[config.mk]
export PLATFORM = sky130hd
export DESIGN_NAME = multilevel_ready_queue_core
export DESIGN_NICKNAME = d
export VERILOG_FILES = /design/src/rtl/mrq_pkg.sv /design/src/rtl/multilevel_ready_queue_core.sv /design/src/rtl/mrq_ram.sv
export SDC_FILE = /design/constraint.sdc
export NUM_CORES = 1
export LEC_CHECK = 0
export ABC_AREA = 1
export BUFFER_PORTS_ARGS = -buffer_cell sky130_fd_sc_hd__buf_2
export CAP_MARGIN = 20
export CELL_PAD_IN_SITES_DETAIL_PLACEMENT = 1
export CELL_PAD_IN_SITES_GLOBAL_PLACEMENT = 1
export CORE_ASPECT_RATIO = 1.25
export CORE_MARGIN = 1
export CORE_UTILIZATION = 49
export DETAILED_ROUTE_END_ITERATION = 7
export GPL_TIMING_DRIVEN = 1
export PLACE_DENSITY_LB_ADDON = 0.1
export RECOVER_POWER = 50
export SLEW_MARGIN = 0
export SYNTH_ARGS = -nofsm -noshare
export SYNTH_HDL_FRONTEND = slang
export SYNTH_HIERARCHICAL = 1
export SYNTH_SLANG_ARGS = --single-unit
[constraint.sdc]
create_clock -name clock -period 4.2 [get_ports clock]
set_input_delay 0.21 -clock clock [delete_from_list [all_inputs] [get_ports clock]]
set_output_delay 0.21 -clock clock [all_outputs]
set_load 0.03 [all_outputs]
[src/rtl/mrq_pkg.sv]
// Shared types, codes and defaults of the multilevel ready queue.
package mrq_pkg;

   // Field widths fixed by the command and result formats.
   localparam int CMD_W    = 2;
   localparam int PRIO_W   = 8;
   localparam int TASK_W   = 4;
   localparam int STATUS_W = 3;
   localparam int OFFSET_W = 8;

   // Defaults handed to the top-level parameters.
   localparam int TASK_COUNT_DEFAULT  = 16;
   localparam int LEVEL_COUNT_DEFAULT = 4;

   // Level offset after reset.
   localparam logic [OFFSET_W-1:0] OFFSET_RESET = 8'd128;

   // Command codes.
   typedef enum logic [CMD_W-1:0] {
      CMD_PUSH_BACK  = 2'd0,
      CMD_PUSH_FRONT = 2'd1,
      CMD_REMOVE     = 2'd2,
      CMD_POP        = 2'd3
   } command_type;

   // Result status codes.
   typedef enum logic [STATUS_W-1:0] {
      ST_OK       = 3'd0,
      ST_EMPTY    = 3'd1,
      ST_ABSENT   = 3'd2,
      ST_BAD_PRIO = 3'd3,
      ST_DUP      = 3'd4
   } status_type;

   // One request beat.
   typedef struct packed {
      command_type         command;
      logic [PRIO_W-1:0]   priority_req;
      logic [TASK_W-1:0]   task_id;
   } req_type;

   // One result beat.
   typedef struct packed {
      logic [TASK_W-1:0]   picked_task;
      status_type          status;
   } rsp_type;

endpackage

[src/rtl/multilevel_ready_queue_core.sv]
// Multilevel ready queue: per-level FIFOs of task ids kept as doubly linked lists.
// Sequence: S_IDLE takes the request beat, a pop of a nonempty level reads its head in S_READ,
// S_CHECK writes the task's entry, S_NBR_A and S_NBR_B patch up to two neighbors, S_FIN loads
// the result beat. The single read port of the link memory sets this sequence.
// A request is taken only after the last result is loaded; a stalled result beat holds the next.
// Reset empties every level and marks every task as not queued; offset returns to 128.
module multilevel_ready_queue_core #(
   parameter int TASK_COUNT  = mrq_pkg::TASK_COUNT_DEFAULT,
   parameter int LEVEL_COUNT = mrq_pkg::LEVEL_COUNT_DEFAULT
) (
   input  logic                          clock,
   input  logic                          reset,
   input  logic                          req_valid,
   output logic                          req_stall,
   input  mrq_pkg::req_type              req_payload,
   output logic                          rsp_valid,
   input  logic                          rsp_stall,
   output mrq_pkg::rsp_type              rsp_payload,
   input  logic                          csr_valid,
   output logic                          csr_ready,
   input  logic [mrq_pkg::OFFSET_W-1:0]  csr_data
);
   import mrq_pkg::*;

   localparam int TID_W   = $clog2(TASK_COUNT);
   localparam int LINK_W  = $clog2(TASK_COUNT + 1);
   localparam int LV_W    = (LEVEL_COUNT > 1) ? $clog2(LEVEL_COUNT) : 1;
   localparam int MARK_W  = $clog2(LEVEL_COUNT + 1);
   localparam int ENTRY_W = 2 * LINK_W + MARK_W;
   localparam int CMP_W   = TASK_W + TID_W + 1;
   localparam logic [LINK_W-1:0] NO_LINK = LINK_W'(TASK_COUNT);

   typedef enum logic [2:0] {
      S_IDLE,
      S_READ,
      S_CHECK,
      S_NBR_A,
      S_NBR_B,
      S_FIN
   } state_type;

   // Pending read-modify-write of one neighbor's link.
   typedef struct packed {
      logic [TID_W-1:0]  addr;
      logic              set_next;
      logic [LINK_W-1:0] value;
   } patch_type;

   state_type           state_ff, state_in;
   logic [OFFSET_W-1:0] offset_ff, offset_in;
   logic [TID_W-1:0]    head_ff [LEVEL_COUNT];
   logic [TID_W-1:0]    head_in [LEVEL_COUNT];
   logic [TID_W-1:0]    tail_ff [LEVEL_COUNT];
   logic [TID_W-1:0]    tail_in [LEVEL_COUNT];
   logic [LEVEL_COUNT-1:0] busy_ff, busy_in;
   logic [TASK_COUNT-1:0]  written_ff, written_in;
   command_type         cmd_ff, cmd_in;
   logic [LV_W-1:0]     lv_ff, lv_in;
   logic [TID_W-1:0]    addr_ff, addr_in;
   logic                bad_ff, bad_in;
   logic                none_ff, none_in;
   patch_type           patch_a_ff, patch_a_in;
   patch_type           patch_b_ff, patch_b_in;
   logic                patch_b_en_ff, patch_b_en_in;
   logic [TID_W-1:0]    res_task_ff, res_task_in;
   status_type          res_status_ff, res_status_in;
   logic                rsp_valid_ff, rsp_valid_in;
   rsp_type             rsp_data_ff, rsp_data_in;

   // Link memory port signals.
   logic                ram_wr_en;
   logic [TID_W-1:0]    ram_wr_addr;
   logic [ENTRY_W-1:0]  ram_wr_data;
   logic                ram_rd_en;
   logic [TID_W-1:0]    ram_rd_addr;
   logic [ENTRY_W-1:0]  ram_rd_data;
   logic [LINK_W-1:0]   rd_next;
   logic [LINK_W-1:0]   rd_prev;
   logic [MARK_W-1:0]   rd_mark;
   logic [MARK_W-1:0]   mark_eff;
   logic [MARK_W-1:0]   lv_mark;
   logic [LINK_W-1:0]   self_link;
   patch_type           patch_cur;
   logic [ENTRY_W-1:0]  patched;

   // Request decode.
   logic [PRIO_W:0]        diff;
   logic [LV_W-1:0]        req_lv;
   logic                   lv_bad;
   logic                   tid_bad;
   logic [TID_W+TASK_W-1:0] tid_wide;
   logic [TID_W-1:0]       req_addr;
   logic [TID_W+TASK_W-1:0] pick_wide;
   logic                   pop_found;
   logic [LV_W-1:0]        pop_lv;
   logic                   p_ok;
   logic                   n_ok;

   mrq_ram #(
      .WIDTH (ENTRY_W),
      .DEPTH (TASK_COUNT)
   ) u_link_ram (
      .clock   (clock),
      .wr_en   (ram_wr_en),
      .wr_addr (ram_wr_addr),
      .wr_data (ram_wr_data),
      .rd_en   (ram_rd_en),
      .rd_addr (ram_rd_addr),
      .rd_data (ram_rd_data)
   );

   // Level and range check of the incoming request.
   assign diff     = {1'b0, req_payload.priority_req} - {1'b0, offset_ff};
   assign req_lv   = diff[LV_W-1:0];
   assign lv_bad   = diff[PRIO_W] || (diff[PRIO_W-1:0] >= PRIO_W'(LEVEL_COUNT));
   assign tid_bad  = CMP_W'(req_payload.task_id) >= CMP_W'(TASK_COUNT);
   assign tid_wide = {{TID_W{1'b0}}, req_payload.task_id};
   assign req_addr = tid_wide[TID_W-1:0];

   // First nonempty level, lowest index wins.
   always_comb begin
      pop_found = 1'b0;
      pop_lv    = '0;
      for (int i = LEVEL_COUNT - 1; i >= 0; i--) begin
         if (busy_ff[i]) begin
            pop_found = 1'b1;
            pop_lv    = LV_W'(i);
         end
      end
   end

   // Fields of the word just read; a never-written entry counts as not queued.
   assign rd_next   = ram_rd_data[ENTRY_W-1 -: LINK_W];
   assign rd_prev   = ram_rd_data[MARK_W+LINK_W-1 -: LINK_W];
   assign rd_mark   = ram_rd_data[MARK_W-1:0];
   assign mark_eff  = written_ff[addr_ff] ? rd_mark : '0;
   assign lv_mark   = MARK_W'(lv_ff) + MARK_W'(1);
   assign self_link = LINK_W'(addr_ff);
   assign p_ok      = rd_prev != NO_LINK;
   assign n_ok      = rd_next != NO_LINK;

   // Neighbor word with one link replaced.
   assign patch_cur = (state_ff == S_NBR_B) ? patch_b_ff : patch_a_ff;
   assign patched   = patch_cur.set_next ? {patch_cur.value, rd_prev, rd_mark}
                                         : {rd_next, patch_cur.value, rd_mark};

   // Sequencer: decode, read the task, update the task and up to two neighbors.
   always_comb begin
      state_in      = state_ff;
      offset_in     = offset_ff;
      head_in       = head_ff;
      tail_in       = tail_ff;
      busy_in       = busy_ff;
      written_in    = written_ff;
      cmd_in        = cmd_ff;
      lv_in         = lv_ff;
      addr_in       = addr_ff;
      bad_in        = bad_ff;
      none_in       = none_ff;
      patch_a_in    = patch_a_ff;
      patch_b_in    = patch_b_ff;
      patch_b_en_in = patch_b_en_ff;
      res_task_in   = res_task_ff;
      res_status_in = res_status_ff;
      rsp_valid_in  = rsp_valid_ff && rsp_stall;
      rsp_data_in   = rsp_data_ff;
      ram_wr_en     = 1'b0;
      ram_wr_addr   = addr_ff;
      ram_wr_data   = '0;
      ram_rd_en     = 1'b0;
      ram_rd_addr   = addr_ff;
      pick_wide     = {{TASK_W{1'b0}}, res_task_ff};

      if (csr_valid) begin
         offset_in = csr_data;
      end

      case (state_ff)
         S_IDLE: begin
            if (req_valid) begin
               cmd_in = req_payload.command;
               if (req_payload.command == CMD_POP) begin
                  lv_in    = pop_lv;
                  bad_in   = 1'b0;
                  none_in  = !pop_found;
                  state_in = pop_found ? S_READ : S_CHECK;
               end else begin
                  lv_in       = req_lv;
                  addr_in     = req_addr;
                  bad_in      = lv_bad || tid_bad;
                  none_in     = 1'b0;
                  ram_rd_en   = 1'b1;
                  ram_rd_addr = req_addr;
                  state_in    = S_CHECK;
               end
            end
         end

         // A pop reads the head entry of the chosen level.
         S_READ: begin
            addr_in     = head_ff[lv_ff];
            ram_rd_en   = 1'b1;
            ram_rd_addr = head_ff[lv_ff];
            state_in    = S_CHECK;
         end

         S_CHECK: begin
            res_task_in   = '0;
            patch_b_en_in = 1'b0;
            state_in      = S_FIN;
            if (bad_ff) begin
               res_status_in = ST_BAD_PRIO;
            end else if (cmd_ff == CMD_POP && none_ff) begin
               res_status_in = ST_EMPTY;
            end else if (cmd_ff == CMD_REMOVE && mark_eff != lv_mark) begin
               res_status_in = ST_ABSENT;
            end else if ((cmd_ff == CMD_PUSH_BACK || cmd_ff == CMD_PUSH_FRONT)
                         && mark_eff != '0) begin
               res_status_in = ST_DUP;
            end else if (cmd_ff == CMD_PUSH_BACK || cmd_ff == CMD_PUSH_FRONT) begin
               res_status_in = ST_OK;
               ram_wr_en     = 1'b1;
               ram_wr_addr   = addr_ff;
               if (!busy_ff[lv_ff]) begin
                  // First task of an empty level.
                  ram_wr_data    = {NO_LINK, NO_LINK, lv_mark};
                  head_in[lv_ff] = addr_ff;
                  tail_in[lv_ff] = addr_ff;
                  busy_in[lv_ff] = 1'b1;
               end else if (cmd_ff == CMD_PUSH_BACK) begin
                  ram_wr_data    = {NO_LINK, LINK_W'(tail_ff[lv_ff]), lv_mark};
                  patch_a_in     = '{addr: tail_ff[lv_ff], set_next: 1'b1, value: self_link};
                  tail_in[lv_ff] = addr_ff;
                  ram_rd_en      = 1'b1;
                  ram_rd_addr    = tail_ff[lv_ff];
                  state_in       = S_NBR_A;
               end else begin
                  ram_wr_data    = {LINK_W'(head_ff[lv_ff]), NO_LINK, lv_mark};
                  patch_a_in     = '{addr: head_ff[lv_ff], set_next: 1'b0, value: self_link};
                  head_in[lv_ff] = addr_ff;
                  ram_rd_en      = 1'b1;
                  ram_rd_addr    = head_ff[lv_ff];
                  state_in       = S_NBR_A;
               end
            end else begin
               // Remove or pop: clear the task and splice its neighbors together.
               res_status_in = ST_OK;
               res_task_in   = addr_ff;
               ram_wr_en     = 1'b1;
               ram_wr_addr   = addr_ff;
               ram_wr_data   = {NO_LINK, NO_LINK, {MARK_W{1'b0}}};
               if (p_ok) begin
                  patch_a_in    = '{addr: rd_prev[TID_W-1:0], set_next: 1'b1, value: rd_next};
                  patch_b_in    = '{addr: rd_next[TID_W-1:0], set_next: 1'b0, value: rd_prev};
                  patch_b_en_in = n_ok;
                  ram_rd_en     = 1'b1;
                  ram_rd_addr   = rd_prev[TID_W-1:0];
                  state_in      = S_NBR_A;
                  if (!n_ok) begin
                     tail_in[lv_ff] = rd_prev[TID_W-1:0];
                  end
               end else if (n_ok) begin
                  head_in[lv_ff] = rd_next[TID_W-1:0];
                  patch_a_in     = '{addr: rd_next[TID_W-1:0], set_next: 1'b0, value: NO_LINK};
                  ram_rd_en      = 1'b1;
                  ram_rd_addr    = rd_next[TID_W-1:0];
                  state_in       = S_NBR_A;
               end else begin
                  busy_in[lv_ff] = 1'b0;
               end
            end
         end

         // First neighbor: write back the patched word, start the second read if there is one.
         S_NBR_A: begin
            ram_wr_en   = 1'b1;
            ram_wr_addr = patch_a_ff.addr;
            ram_wr_data = patched;
            if (patch_b_en_ff) begin
               ram_rd_en   = 1'b1;
               ram_rd_addr = patch_b_ff.addr;
               state_in    = S_NBR_B;
            end else begin
               state_in = S_FIN;
            end
         end

         S_NBR_B: begin
            ram_wr_en   = 1'b1;
            ram_wr_addr = patch_b_ff.addr;
            ram_wr_data = patched;
            state_in    = S_FIN;
         end

         // Load the result beat once the output register is free.
         S_FIN: begin
            if (!rsp_valid_ff || !rsp_stall) begin
               rsp_valid_in            = 1'b1;
               rsp_data_in.picked_task = pick_wide[TASK_W-1:0];
               rsp_data_in.status      = res_status_ff;
               state_in                = S_IDLE;
            end
         end

         default: begin
            state_in = S_IDLE;
         end
      endcase

      if (ram_wr_en) begin
         written_in[ram_wr_addr] = 1'b1;
      end
   end

   // State, level table, valid bits and output register.
   always_ff @(posedge clock) begin
      head_ff       <= head_in;
      tail_ff       <= tail_in;
      cmd_ff        <= cmd_in;
      lv_ff         <= lv_in;
      addr_ff       <= addr_in;
      bad_ff        <= bad_in;
      none_ff       <= none_in;
      patch_a_ff    <= patch_a_in;
      patch_b_ff    <= patch_b_in;
      patch_b_en_ff <= patch_b_en_in;
      res_task_ff   <= res_task_in;
      res_status_ff <= res_status_in;
      rsp_data_ff   <= rsp_data_in;
      if (reset) begin
         state_ff     <= S_IDLE;
         offset_ff    <= OFFSET_RESET;
         busy_ff      <= '0;
         written_ff   <= '0;
         rsp_valid_ff <= 1'b0;
      end else begin
         state_ff     <= state_in;
         offset_ff    <= offset_in;
         busy_ff      <= busy_in;
         written_ff   <= written_in;
         rsp_valid_ff <= rsp_valid_in;
      end
   end

   assign req_stall   = state_ff != S_IDLE;
   assign rsp_valid   = rsp_valid_ff;
   assign rsp_payload = rsp_data_ff;
   assign csr_ready   = 1'b1;

endmodule

[src/rtl/mrq_ram.sv]
// Generic single-write, single-read RAM with a registered read port.
module mrq_ram #(
   parameter int WIDTH = 8,
   parameter int DEPTH = 16,
   localparam int ADDR_W = $clog2(DEPTH)
) (
   input  logic              clock,
   input  logic              wr_en,
   input  logic [ADDR_W-1:0] wr_addr,
   input  logic [WIDTH-1:0]  wr_data,
   input  logic              rd_en,
   input  logic [ADDR_W-1:0] rd_addr,
   output logic [WIDTH-1:0]  rd_data
);

   logic [WIDTH-1:0] mem_ff [DEPTH];
   logic [WIDTH-1:0] rd_data_ff;

   // Write and registered read; a read at the written address returns the old word.
   always_ff @(posedge clock) begin
      if (wr_en) begin
         mem_ff[wr_addr] <= wr_data;
      end
      if (rd_en) begin
         rd_data_ff <= mem_ff[rd_addr];
      end
   end

   assign rd_data = rd_data_ff;

endmodule

# == Word level (Yosys, flattened, before mapping) ==
# Memory sizes are Yosys's and may differ from the RTL's. A register that Yosys moved wholly into a read port is not among the register bits.
# Cells that the tools add are included.
# totals
regBits,108
ram_bits,208
inputBits,27
out_inout_bits,10
word_cells,218
mem_count,1
# memory_table
name,words,word_bits,read_ports,rd_ports_with_merged_regs,write_ports,line_no,source
u_link_ram.mem_ff,16,13,1,1,1,mrq_ram.sv:16,logic [WIDTH-1:0] mem_ff [DEPTH];
# classes
add_sub_neg,2
magnitude_cmp,8
n_eq_ne,20
muxes,112
bitwise_logic,11
reduce_logical,34
# ops
operator,n
16-bit two-way mux,10
13-bit two-way mux,8
4-bit two-way mux,21
16-bit bitwise mux,4
10-bit two-way mux,5
3-bit two-way mux,12
1-bit two-way mux,28
13-bit case mux with 2 select lines,1
8-bit AND reduction,3
2-bit two-way mux,9
3-bit case mux with 6 select lines,1
4-bit binary-select mux with 2-bit select,2
16-bit OR,1
4-bit case mux with 2 select lines,2
4-bit case mux with 4 select lines,1
7-bit AND reduction,2
"4-bit by 5-bit less-than comparator with 1-bit output, second input constant",2
"5-bit inequality test, second input constant",2
3-bit nonzero test,3
8-bit by 8-bit subtractor with 9-bit output,1
4-bit demux with 2-bit select,1
"8-bit by 3-bit >= comparator with 1-bit output, second input constant",1
1-bit logical AND,7
"2-bit == test, second input constant",3
other kinds (36),57

# == Depth between registers and ports, before layout ==
# depth
depth_word,12
ltp_mapped,28
mapped_depth_nobuf,24

# == Modules after synthesis ==
# Netlist, hierarchy kept.
# modules_own_cells
mod,instances,cells_per_inst,area_per_inst_um2,seq_area_each_um2
mrq_ram,1,878,9402.8,6636.4
multilevel_ready_queue_core,1,737,6058.3,2922.8

# == Worst setup path after synthesis ==
# Ideal clock, no wire load.
# synth_timing
kind,flip-flop to flip-flop
from,register lv_ff[0]
to,"register u_link_ram.rd_data_ff[5], in the netlist u_link_ram/rd_data[5] (read register of u_link_ram.mem_ff), data pin"
setup_ns,0.254
arrival_ns,2.805
required_ns,3.946
slack_ns,1.141
path_stages_with_launch,23
n_path_buf,5
period_less_slack_ns,3.059
path_cell_list,edfxtp_1 > clkinv_1 > clkbuf_1 > ha_1 > inv_1 > nand3_1 > nand2_1 > inv_1 > nand3_2 > nand2_4 > buf_8 > nand4_1 > nand2_1 > nand2_1 > a21oi_1 > buf_4 > buf_6 > buf_2 > nand2_1 > nand3_1 > nand3_1 > nand3_1 > nand2_1
# synth_via
elab_chain_cells,12
word_cells_on_any_way,27
classes_between,add/sub (1); eq/ne (1); mux (23); bitwise (1); reduce/logical (1)
# synth_rtl
element,line_no,source
start: declaration,multilevel_ready_queue_core.sv:58,"logic [LV_W-1:0] lv_ff, lv_in;"
start signal: assignment,multilevel_ready_queue_core.sv:320,lv_ff <= lv_in;
2-bit NOT with 3-bit output (implied by the code),"multilevel_ready_queue_core.sv:203, multilevel_ready_queue_core.sv:235, multilevel_ready_queue_core.sv:242",
4-bit binary-select mux with 2-bit select (on tied branches),"multilevel_ready_queue_core.sv:203, multilevel_ready_queue_core.sv:242, multilevel_ready_queue_core.sv:235",
4-bit two-way mux (on tied branches) (2 in series),"multilevel_ready_queue_core.sv:203, multilevel_ready_queue_core.sv:242, multilevel_ready_queue_core.sv:235",
4-bit two-way mux,multilevel_ready_queue_core.sv:230,end else if (cmd_ff == CMD_PUSH_BACK) begin
4-bit two-way mux,multilevel_ready_queue_core.sv:224,if (!busy_ff[lv_ff]) begin
4-bit two-way mux,multilevel_ready_queue_core.sv:220,end else if (cmd_ff == CMD_PUSH_BACK || cmd_ff == CMD_PUSH_FRONT) begin
4-bit two-way mux,multilevel_ready_queue_core.sv:217,end else if ((cmd_ff == CMD_PUSH_BACK || cmd_ff == CMD_PUSH_FRONT)
4-bit two-way mux,multilevel_ready_queue_core.sv:215,end else if (cmd_ff == CMD_REMOVE && mark_eff != lv_mark) begin
4-bit two-way mux,multilevel_ready_queue_core.sv:213,end else if (cmd_ff == CMD_POP && none_ff) begin
4-bit two-way mux,multilevel_ready_queue_core.sv:211,if (bad_ff) begin
4-bit case mux with 4 select lines (*),multilevel_ready_queue_core.sv:178,case (state_ff)
named net ram_rd_addr[0],multilevel_ready_queue_core.sv:75,logic [TID_W-1:0] ram_rd_addr;
end: declaration,mrq_ram.sv:17,logic [WIDTH-1:0] rd_data_ff;
# Mark *: on every way through the listed nets, which the timed path passes. The rest lies on a longest branch. The select of a mux whose other input is x is not followed.
# A chain may end at the register's enable or synchronous reset.

# == Worst setup path after layout ==
# layout_timing
from,register addr_ff[0]
to,"register u_link_ram.rd_data_ff[11], in the netlist u_link_ram/rd_data[11] (read register of u_link_ram.mem_ff), data pin"
# layout_via
elab_chain_cells,10
word_cells_on_any_way,24
classes_between,eq/ne (1); mux (20); reduce/logical (3)
# layout_rtl
element,line_no,source
start: declaration,multilevel_ready_queue_core.sv:59,"logic [TID_W-1:0] addr_ff, addr_in;"
start signal: assignment,multilevel_ready_queue_core.sv:321,addr_ff <= addr_in;
1-bit binary-select mux with 4-bit select (*),multilevel_ready_queue_core.sv:136,assign mark_eff = written_ff[addr_ff] ? rd_mark : '0;
1-bit two-way mux (implied by the code) (*),multilevel_ready_queue_core.sv:136,
3-bit two-way mux (*),multilevel_ready_queue_core.sv:136,
3-bit nonzero test,multilevel_ready_queue_core.sv:218,&& mark_eff != '0) begin
1-bit logical AND,multilevel_ready_queue_core.sv:218,
4-bit two-way mux,multilevel_ready_queue_core.sv:217,
4-bit two-way mux (*),multilevel_ready_queue_core.sv:215,
4-bit two-way mux (*),multilevel_ready_queue_core.sv:213,
4-bit two-way mux (*),multilevel_ready_queue_core.sv:211,
4-bit case mux with 4 select lines (*),multilevel_ready_queue_core.sv:178,
named net ram_rd_addr[1],multilevel_ready_queue_core.sv:75,
# Marks and branches as above.

==> impl_metrics.toml <==
[detailed_routing]
detail-route-antenna-nets = 0
routed_wire_length_per_instance_um = 20.9
drt_first_iter_violations = 837
met3_wirelength_um = 1780
drt_drc_violations_left = 0
sum_of_routed_wire_length_over_all_layers_um = 44400
highest_layer = "met4"
detail_route.first_pass.iterations = 5
vias = 11800
met2_length_um = 23000
routed_via_density = 5.58
wl_met1_um = 17700

[cts]
cts_buffers = 34
ctsLongestPathBuffers = 3
cts_tree = "built"
cts.hold.buffers_added = 13
clkTransAtPathRegs_ps = 70
root_buffer = "sky130_fd_sc_hd__clkbuf_16"
clock_latency_ps = 530
postCtsSetupRepairBufs = 0
htreeDepth = 2
cts.repair.resized = 0
clock_sink_count = 329

[setup_path]
critPathBufInv = 2
timing.reg2reg.setup_slack_ps = 390
critical_path_peak_fanout = 52
worst-endpoint-arrival_ps = 4190
worst_path_dominant_cell_family = "simple AND/OR/NAND/NOR gates"
critPathMaxStageDelay_ps = 600
slowest_stage_cell_crit_path = "sky130_fd_sc_hd__buf_4"
critical_path.startpoint_type = "flop"
cp_common_cell = "sky130_fd_sc_hd__nand3_1"
worst_setup_path_end_kind = "flop"
cp_cell_sequence = "inv_2, nand2_1, nand3_1, nand3_1, nand3_1, nand2_4, o31ai_1, or2_1, nand4_1, nand2_1, nand2_1, a21oi_4, buf_4, nand3_1, nand3_1, nand3_1, nand2_1"
timing.critical_path.required_ps = 4590
timing_worst_setup_path_type = "flop to flop"

[global_route]
grt_first_pass_wirelength_um = 69700
grt_pass1_vias = 12800
initial_antenna_violation_count = 0
globalRouteOverflowTotal = 0
grt_usage_pct = 28.1
grt_start_max_net_pins = 77

[yosys]
flop_and_latch_count_out_of_synthesis = 329
synth-edff-count = 297
seq_area_frac_synth_pct = 61.8
cell_area_after_synthesis_mm2 = 0.0155
synth_ff_type = "sky130_fd_sc_hd__edfxtp_1"
post_synth_main_area_contributors = "sky130_fd_sc_hd__edfxtp_1 58%, sky130_fd_sc_hd__nand2_1 10%, sky130_fd_sc_hd__nand3_1 6.4%, sky130_fd_sc_hd__inv_1 5.9%, sky130_fd_sc_hd__dfxtp_1 4.1%"
synth.lib_cells_used.distinct = 49
synthesis.yosys.warnings = 6
synth.most_common_cell = "sky130_fd_sc_hd__nand2_1"
synthesis.nets = 1655
syn_inst = 1615
post_synth.cell_area_avg_um2 = 9.57
postSynth.asyncResetShare_pct = 0
synth.largest_area_cell = "sky130_fd_sc_hd__edfxtp_1"
yosys-top-cells-count = "421 x sky130_fd_sc_hd__nand2_1, 297 x sky130_fd_sc_hd__edfxtp_1, 244 x sky130_fd_sc_hd__inv_1, 198 x sky130_fd_sc_hd__nand3_1, 100 x sky130_fd_sc_hd__nor2_1"
yosysTopAreaCellShare_pct = 57.7

[die]
floorplan.die.height_um = 201
io-pin-count = 37
core-area_mm2 = 0.0310
start_util_pct = 49.9
die_area_mm2 = 0.0323
placement_rows = 72
fp.dieW_um = 161

[cells_and_area]
drive_gt1_share_pct = 7.64
layout.cells.non_filler = 2122
area_occupied_by_multi_input_gates_mm2 = 0.00450
seq_area_mm2 = 0.00956
diodes = 0
flow.area_growth_from_synthesis_pct = 12.1
fin_nets = 1731
fillerInstances = 3530

[power_and_ir_drop]
clkPwrFrac_pct = 19.6
intPower_mw = 8.07
power.switching_fraction_pct = 45.6
cellLeakagePower_nw = 7.17
total_switching_power_mw = 6.76
vdd_ir_drop_max_mv = 0.528
seqPwrFrac_pct = 31.1
power.density_cell_area_mw_per_mm2 = 855
comb_power_share_pct = 49.3

[outcome]
run_status = "completed"

[sta]
period_needed_ps = 3810
skew_ps = 14.1
fin_setup_tns_ps = 0
tightest_slew_ps = 1280
max_freq_mhz = 263
rsz0062_at_grt = "false"
min_period_over_period_pct = 90.6
timing_hold_violations_final = 0
finalSetupViolations = 0
slew_headroom_pct = 14.9
final_max_slew_viol_count = 0

[placed_design]
hpwl_um = 29500
place_congestion = 0.900
numPortBuffers = 35
dp_cells = 2047

[run]
max-cap-violations = 0

[worst_hold_path]
worst_hold_path_type = "input port to flop"
## layout make-up
type / count / area share, %
Sequential cell: 329 / 55.1
Tap cell: 407 / 2.94
Timing Repair Buffer: 108 / 4.31
Multi-Input combinational cell: 960 / 26.0
Clock buffer: 45 / 5.51
Clock inverter: 15 / 0.541
Inverter: 258 / 5.60
## power by group through the flow
| stage | registers, mW | clock network, mW | logic (mW) |
|---|---|---|---|
| 3_3_place_gp | 4.65 | 0 | 7.10 |
| 4_1_cts | 4.60 | 2.97 | 7.37 |
| 6_report | 4.61 | 2.91 | 7.31 |
| 2_1_floorplan | 4.55 | 0 | 5.08 |
| 3_5_place_dp | 4.67 | 0 | 7.28 |
| 5_1_grt | 4.63 | 3.07 | 8.06 |
## flip-flops by register name, indices dropped and copies added (netlist names), 2 cells and up, named ones only
signal              count
u_link_ram/mem_ff     208
head_ff                16
tail_ff                16
written_ff             16
u_link_ram/rd_data     13
patch_a_ff             10
patch_b_ff              9
offset_ff               8
rsp_payload             7
addr_ff                 4
res_task_ff             4
res_status_ff           3
state_ff                3
cmd_ff                  2
lv_ff                   2
## metal layers
layer | GRT usage, % | vias up
met5 | 0 | -
met4 | 13.8 | 0
met3 | 3.51 | 125
met2 | 50.0 | 309
met1 | 33.5 | 5888
li1 | - | 5525
## worst paths after layout
| check | endpoint | from | cells after the start |
|---|---|---|---|
| min | offset_ff[6] | csr_data[6] | 3 |
| min reg2reg | rsp_payload[4] | res_task_ff[1] | 0 |
| max | u_link_ram/rd_data[11] | addr_ff[0] | 17 |
| max reg2reg | u_link_ram/rd_data[11] | addr_ff[0] | 17 |
## kinds of logic after synthesis
kind of cell | share of synthesized area (%)
XOR/XNOR | 0.0567
flip-flops | 61.8
adder cells (fa/ha/maj) | 1.10
buffers and inverters | 8.82
other | 0.0243
AND/OR/NAND/NOR | 21.0
AO/OA/AOI/OAI | 7.12
## placed cells by master (no fill, tap or decap), types with 8 or more instances in the layout
cell	count
sky130_fd_sc_hd__nor2_1	102
sky130_fd_sc_hd__nor3_1	8
sky130_fd_sc_hd__ha_1	12
sky130_fd_sc_hd__dlygate4sd3_1	13
sky130_fd_sc_hd__nand2_1	423
sky130_fd_sc_hd__buf_2	23
sky130_fd_sc_hd__o21ai_0	60
sky130_fd_sc_hd__buf_4	40
sky130_fd_sc_hd__nand3_1	201
sky130_fd_sc_hd__clkbuf_16	37
sky130_fd_sc_hd__clkinv_1	12
sky130_fd_sc_hd__edfxtp_1	297
sky130_fd_sc_hd__clkbuf_1	35
sky130_fd_sc_hd__o22ai_1	42
sky130_fd_sc_hd__inv_1	248
sky130_fd_sc_hd__a21oi_1	53
sky130_fd_sc_hd__dfxtp_1	32
## worst min-delay path, stage by stage
cell	delay, ps
sky130_fd_sc_hd__buf_2	80
sky130_fd_sc_hd__o21ai_0	70
sky130_fd_sc_hd__a21oi_1	140
## per-stage QoR
step                power, mW  area [um2]  hold WS [ps]  utilization, %  setup WS, ps
floorplan                9.64       15500           309               -          1140
global placement         11.8       16300           402            52.5           569
detailed placement       12.0       16300           405            52.5           426
CTS                      14.9       17500          1.10            56.3           338
global route             15.8       17300          62.3            55.9          74.5
finish                   14.8       17300          22.1            55.9           394
No activity file was read; power rests on OpenSTA's default activity.
